**src/rtl/cbm_pkg.sv**
```systemverilog
`default_nettype none

package cbm_pkg;

    // Default sizes
    localparam int RAM_BYTES_DEF    = 32768;
    localparam int MAX_ROM_BANK_DEF = 31;

    // Fixed field widths
    localparam int ADDR_W    = 16;
    localparam int DATA_W    = 8;
    localparam int OFFSET_W  = 19;
    localparam int BANK_W    = 8;
    localparam int RAM_WIN_W = 13;
    localparam int ROM_WIN_W = 14;

    // Address regions, decoded from address[15:13]
    localparam logic [2:0] REG_RAM_EN   = 3'b000;
    localparam logic [2:0] REG_ROM_LOW  = 3'b001;
    localparam logic [2:0] REG_ROM_HIGH = 3'b010;
    localparam logic [2:0] REG_MODE     = 3'b011;
    localparam logic [2:0] REG_RAM_WIN  = 3'b101;

    // Access kinds
    localparam logic KIND_READ  = 1'b0;
    localparam logic KIND_WRITE = 1'b1;

    // Decoded access, handed from the control stage down the pipe
    typedef struct packed {
        logic                mapped;
        logic                is_rom;
        logic [OFFSET_W-1:0] rom_offset;
        logic                ram_enabled;
        logic                ram_rd;
        logic                ram_we;
    } cbm_access_t;

endpackage

`default_nettype wire

```
**src/rtl/cbm_ctrl.sv**
```systemverilog
`default_nettype none

module cbm_ctrl
    import cbm_pkg::*;
#(
    parameter int RAM_BYTES    = RAM_BYTES_DEF,
    parameter int MAX_ROM_BANK = MAX_ROM_BANK_DEF,
    parameter int RAM_AW       = $clog2(RAM_BYTES_DEF)
)
(
    input  wire logic              clk,
    input  wire logic              rst_n,
    input  wire logic              accept,
    input  wire logic              kind,
    input  wire logic [ADDR_W-1:0] address,
    input  wire logic [DATA_W-1:0] write_data,
    output cbm_access_t            access,
    output logic      [RAM_AW-1:0] ram_addr
);

    localparam logic [16:0]       RAM_ONE  = 17'(RAM_BYTES);
    localparam logic [16:0]       RAM_TWO  = 17'(2 * RAM_BYTES);
    localparam logic [BANK_W-1:0] BANK_MAX = BANK_W'(MAX_ROM_BANK);
    localparam logic [DATA_W-1:0] LOW_ZERO = 8'h00;
    localparam logic [DATA_W-1:0] LOW_HOLE_A = 8'h20;
    localparam logic [DATA_W-1:0] LOW_HOLE_B = 8'h40;
    localparam logic [DATA_W-1:0] LOW_HOLE_C = 8'h60;

    logic [6:0] rom_bank_low_reg,  rom_bank_low_next;
    logic [1:0] rom_bank_high_reg, rom_bank_high_next;
    logic [1:0] ram_sel_reg,       ram_sel_next;
    logic       ram_mode_reg,      ram_mode_next;
    logic       ram_en_reg,        ram_en_next;

    logic [2:0]        region;
    logic              is_write;
    logic [BANK_W-1:0] bank_sum;
    logic [BANK_W-1:0] bank_clamped;
    logic [16:0]       idx_raw;
    logic [16:0]       idx_half;
    logic [16:0]       idx_mod;

    assign region   = address[15:13];
    assign is_write = (kind == KIND_WRITE);

    // Combine and clamp the switchable ROM bank
    assign bank_sum     = {1'b0, rom_bank_high_reg, 5'b0} + {1'b0, rom_bank_low_reg};
    assign bank_clamped = (bank_sum > BANK_MAX) ? BANK_MAX : bank_sum;

    // Fold the banked RAM index into the RAM size
    assign idx_raw  = {2'b0, ram_sel_reg, address[RAM_WIN_W-1:0]};
    assign idx_half = (idx_raw >= RAM_TWO) ? (idx_raw - RAM_TWO) : idx_raw;
    assign idx_mod  = (idx_half >= RAM_ONE) ? (idx_half - RAM_ONE) : idx_half;
    assign ram_addr = idx_mod[RAM_AW-1:0];

    // Compute register updates for a write beat
    always_comb
    begin
        rom_bank_low_next  = rom_bank_low_reg;
        rom_bank_high_next = rom_bank_high_reg;
        ram_sel_next       = ram_sel_reg;
        ram_mode_next      = ram_mode_reg;
        ram_en_next        = ram_en_reg;
        if (is_write)
        begin
            unique case (region)
                REG_RAM_EN:
                begin
                    ram_en_next = (write_data & 8'h0a) != 8'h00;
                end
                REG_ROM_LOW:
                begin
                    case (write_data) inside
                        LOW_ZERO:
                            rom_bank_low_next = 7'd1;
                        LOW_HOLE_A, LOW_HOLE_B, LOW_HOLE_C:
                            rom_bank_low_next = write_data[6:0] + 7'd1;
                        default:
                            rom_bank_low_next = {2'b0, write_data[4:0]};
                    endcase
                end
                REG_ROM_HIGH:
                begin
                    if (ram_mode_reg)
                    begin
                        ram_sel_next = write_data[1:0];
                    end
                    else if (write_data[7:2] == 6'd0)
                    begin
                        rom_bank_high_next = write_data[1:0];
                    end
                end
                REG_MODE:
                begin
                    ram_mode_next = write_data[0];
                end
                default:
                begin
                end
            endcase
        end
    end

    // Build the result of this beat
    always_comb
    begin
        access             = '0;
        access.ram_enabled = ram_en_next;
        if (is_write)
        begin
            unique case (region) inside
                REG_RAM_EN, REG_ROM_LOW, REG_ROM_HIGH, REG_MODE:
                    access.mapped = 1'b1;
                REG_RAM_WIN:
                begin
                    access.mapped = 1'b1;
                    access.ram_we = 1'b1;
                end
                default:
                    access.mapped = 1'b0;
            endcase
        end
        else
        begin
            unique case (region) inside
                REG_RAM_EN, REG_ROM_LOW:
                begin
                    access.mapped     = 1'b1;
                    access.is_rom     = 1'b1;
                    access.rom_offset = {5'b0, address[ROM_WIN_W-1:0]};
                end
                REG_ROM_HIGH, REG_MODE:
                begin
                    access.mapped     = 1'b1;
                    access.is_rom     = 1'b1;
                    access.rom_offset = {bank_clamped[4:0], address[ROM_WIN_W-1:0]};
                end
                REG_RAM_WIN:
                begin
                    access.mapped = 1'b1;
                    access.ram_rd = 1'b1;
                end
                default:
                    access.mapped = 1'b0;
            endcase
        end
    end

    // Commit register updates on an accepted beat
    always_ff @(posedge clk or negedge rst_n)
    begin
        if (!rst_n)
        begin
            rom_bank_low_reg  <= 7'd1;
            rom_bank_high_reg <= 2'd0;
            ram_sel_reg       <= 2'd0;
            ram_mode_reg      <= 1'b0;
            ram_en_reg        <= 1'b0;
        end
        else if (accept)
        begin
            rom_bank_low_reg  <= rom_bank_low_next;
            rom_bank_high_reg <= rom_bank_high_next;
            ram_sel_reg       <= ram_sel_next;
            ram_mode_reg      <= ram_mode_next;
            ram_en_reg        <= ram_en_next;
        end
    end

endmodule

`default_nettype wire
```
**config.mk**
```make
export PLATFORM = sky130hd
export DESIGN_NAME = cbm_ctrl
export DESIGN_NICKNAME = d
export VERILOG_FILES = /design/src/rtl/cbm_pkg.sv /design/src/rtl/cbm_ctrl.sv
export SDC_FILE = /design/constraint.sdc
export NUM_CORES = 1
export LEC_CHECK = 0
export BUFFER_PORTS_ARGS = -buffer_cell sky130_fd_sc_hd__buf_4
export CAP_MARGIN = 20
export CORE_UTILIZATION = 37
export CTS_CLUSTER_DIAMETER = 50
export CTS_CLUSTER_SIZE = 10
export DETAILED_ROUTE_END_ITERATION = 10
export GPL_TIMING_DRIVEN = 0
export PLACE_DENSITY = 0.82
export RECOVER_POWER = 25
export SLEW_MARGIN = 30
export SYNTH_ARGS = -nofsm -noshare
export SYNTH_HDL_FRONTEND = slang
export SYNTH_SLANG_ARGS = --single-unit
```
**constraint.sdc**
```tcl
create_clock -name clk -period 1.45 [get_ports clk]
set_input_delay 0.29 -clock clk [delete_from_list [all_inputs] [get_ports clk]]
set_output_delay 0.29 -clock clk [all_outputs]
set_load 0.03 [all_outputs]
```
-- Word-level counts from Yosys, hierarchy flattened
Index checks and enable logic that the tools add are counted.
- memories kept: 0
- RAM bits: 0
- latch bits: 0
- memory bits (read-only): 0
- register bits: 13
- word-level logic and storage cells: 45
- shift-type cells: 0
- mux-type cells: 13
- multipliers: 0
- bitwise logic cells: 1
- div/mod/pow operators: 0
- reduce and logical (&&, ||, !) cells: 12
- magnitude comparators: 3
- $add $sub $neg: 4
- eq/ne operators: 7
- operators by type and width (kind ; number):
    $pmux W20 S2 ; 1
    $mux W20 ; 1
    $ge A15 B17 Y1 const B ; 1
    $ge A17 B16 Y1 const B ; 1
    $mux W17 ; 1
    $sub A15 B17 Y17 const B ; 1
    $eq A8 B7 Y1 const B ; 2
    $mux W15 ; 1
    $sub A15 B1 Y15 const B ; 1
    $mux W7 ; 2
    $add A7 B7 Y8 ; 1
    $eq A8 B6 Y1 const B ; 1
    $gt A8 B5 Y1 const B ; 1
    $logic_not A8 Y1 ; 1
    $reduce_bool A8 Y1 ; 1
    $add A7 B1 Y7 const B ; 1
    $eq A3 B2 Y1 const B ; 2
    $logic_not A6 Y1 ; 1
    $mux W1 ; 6
    $reduce_and A3 Y1 ; 2
    $mux W5 ; 1
    $reduce_and A5 Y1 ; 1
    $reduce_or A5 Y1 ; 1
    $reduce_and A4 Y1 ; 1
    6 further kinds ; 7

-- Logic depth before layout (Yosys ltp)
- depth after elaboration: 5
- depth in mapped cells: 6
- gate-level depth less buffers: 6

-- Worst setup path before layout
Ideal clock, no wire load.
- path kind: flip-flop to output port
- start: register rom_bank_low_reg[5]
- end: output port access[17] (netlist name)
- setup slack: -291 ps
- arrival: 1451 ps
- cell stages (with the launch flop): 6
- cells stage by stage: dfrtp_1 > ha_1 > inv_1 > fa_1 > nand3b_1 > o21a_1
- RTL lines (item ; line ; text):
    from (decl) ; cbm_ctrl.sv:29 ; logic [6:0] rom_bank_low_reg, rom_bank_low_next;
    from (signal assigned) ; cbm_ctrl.sv:162 ; rom_bank_low_reg <= rom_bank_low_next;
    to (decl) ; cbm_ctrl.sv:17 ; output cbm_access_t access,

==> flow_summary.yaml <==
final_layout:
  largest_reg_flops: 7
  final_net_count: 215
  fin_util_pct: 65.62
  diodes: 0
  area.growth.synth_to_final_pct: 67.01
  drive_gt1_share_pct: 56.59
placed_design:
  preCtsSetupSlack_ns: -0.4231
  io_buffers: 66
  gp_congestion: 0.8696
  dp_hpwl_mm: 2.155
status:
  status: "finished with violations"
  violations: "negative setup slack"
power:
  comb_power_share_pct: 44.8
  switching_power_uw: 448.6
  p_leak_nw: 0.8690
  internal_power_uw: 804.8
  swShare_pct: 35.79
  ir_worst_vdd_mv: 0.7069
  power_frac_seq_pct: 37.0
  p_clk_share_pct: 18.2
  cellPowerDensity_nw_per_um2: 764.1
global_route:
  grt_max_degree: 14
  grt_pass1_vias: 876
  grt_pass1_wl_mm: 3.808
  grtUsageTotal_pct: 19.19
  grt-ovfl-total: 0
  antenna_found_initial: 0
detailed_routing:
  ant_nets: 0
  totalWireLength_mm: 2.647
  drt_first_pass_iters: 4
  wl_per_cell_um: 12.49
  vias: 1003
  route.detailed.drc: 0
  drt-vias-per-instance: 4.731
  drt_iter0_markers: 19
clock_tree:
  cts_buffer_depth: 2
  clock_sinks: 13
  clkLatencyLatePin_ns: 0.28
  numCtsBuffers: 3
  htreeDepth: 1
  clk_pin_slew_ns: 0.07
  tritoncts: "done"
  root_buffer: "clkbuf_4"
yosys:
  synth_area_sq_um: 982.2
  postSynthCellCount: 108
  synth_cell_type_count: 33
  yosysTopAreaCell: "dfrtp_1"
  yosysTopAreaCellShare_pct: 30.57
  yosysWarnings: 0
  async_reset_ff_share_pct: 100.0
  synth_edf_count: 0
  seq_area_frac_synth_pct: 33.25
  syn_nets: 140
  synth_area_leaders: "dfrtp_1, buf_4, and2_1"
  synth_ff_type: "dfrtp_1"
  synth-seq-cells: 13
  netlist_top_cells_count: "and2_1, buf_4, dfrtp_1"
  yosysMostFrequentCell: "and2_1"
  syn_avg_cell_area_sq_um: 9.094
min_path:
  hold_start: "write_data[4]"
  hp-class: "input port to flop"
sta:
  setup_viol_count_final: 6
  max_freq_ghz: 0.4701
  finalCriticalPeriod_ns: 2.127
  skew_ns: 0.004951
  slew_headroom_pct: 53.34
  tns_ns: -3.465
  slew_violations: 0
  fin_ws_ns: -0.6773
  finalHoldViolations: 0
  rsz0062_at_grt: "yes"
  finalCritPeriodShare_pct: 146.7
  tightest_slew_ns: 0.6999
floorplan:
  pin_count: 67
  num_rows: 18
  die_h_um: 53.52
  die_w_um: 53.52
  dieArea_sq_um: 2864
  initial_core_util_pct: 39.29
  core_sq_um: 2500
setup_path:
  crit_path_start_kind: "flop"
  crit_fanout: 5
  end_kind: "output pin"
  reg2reg_from: "ram_mode_reg"
  critical_path_class: "flop to output pin"
  arrival_ns: 1.84
  crit_required_ns: 1.16
  startpoint: "rom_bank_high_reg[0]"
job:
  drv_cap: 0
per-stage QoR:
stage               cell area [sq um]  hold slack [ns]  instances  total power [mW]
floorplan                       993.5        -0.005591        108            0.7836
global placement                 1526           0.1401        204            0.9905
detailed placement               1526           0.1425        204             1.005
CTS                              1624           0.2258        210             1.263
global route                     1640           0.2300        212             1.331
finish                           1640           0.2323        212             1.253
power by group through the flow:
stage	clock network (mW)	logic, mW	registers (mW)
final	0.228	0.562	0.463
after global routing	0.262	0.598	0.471
after CTS	0.237	0.562	0.464
after detailed placement	0	0.534	0.470
after global placement	0	0.522	0.469
after floorplan	0	0.302	0.481
worst max-delay path, cell delays in order (launching register included):
cell	delay [ns]
dfrtp_1	0.36
ha_1	0.14
inv_1	0.04
fa_1	0.48
nand3b_1	0.16
o21a_2	0.25
buf_6	0.13
worst paths after layout:
path	cells past startpoint	endpoint	slack, ns
min reg2reg	2	rom_bank_low_reg[4]	0.49
max	6	access[19]	-0.68
max reg2reg	2	rom_bank_high_reg[0]	0.37
max in group asynchronous	2	rom_bank_low_reg[4]	0.45
min in group asynchronous	2	ram_sel_reg[0]	0.55
min	3	rom_bank_low_reg[4]	0.23
final cells by class:
type / count / area, sq um
clock buffers: 4 / 26.28
multi-input cells: 75 / 560.5
inverters: 5 / 18.77
repair buffers: 70 / 558.0
flip-flops and latches: 13 / 326.6
fillers: 196 / 859.6
plain buffers: 15 / 112.6
well taps: 30 / 37.54
per-layer routing:
layer | track usage, % | up-vias | part of all wire, %
li1 | - | 504 | -
met1 | 20.73 | 454 | 39
met2 | 33.54 | 36 | 53
met3 | 5.460 | 9 | 5.0
met4 | 10.09 | 0 | 2.2
met5 | 0 | - | 0
kinds of logic after synthesis:
logic type	after synthesis	synth area share [%]
AND/OR/NAND/NOR	47	29.17
buffers and inverters	20	12.99
AO/OA/AOI/OAI	17	10.70
flip-flops	13	33.25
multiplexers	6	7.133
adder cells (fa/ha/maj)	4	5.860
XOR/XNOR	1	0.8919
cells in the final DEF, fill, tap and decap left out, types with 2 or more instances in the layout:
cell type,instances
mux2_4,2
nor2_1,4
clkbuf_4,4
nor2_4,2
buf_4,73
and3_1,2
clkbuf_1,3
o21ai_0,4
buf_6,6
a31oi_1,2
and2_1,16
nor2b_1,2
dfrtp_1,12
inv_1,5
a21oi_1,4
mux2_2,3
buf_8,2
ha_1,3
o21a_2,5
nand2_1,11
timing repair:
action / in CTS / in global routing
cloned: 0 / 0
hold buffers: 1 / 0
buffers inserted: 1 / 2
hold endpoints to repair: 12 / 0
gates resized for setup: 13 / 2
endpoints found under the setup margin: 15 / 15
pin swaps: 8 / 8
(Power assumes the default switching activity.)
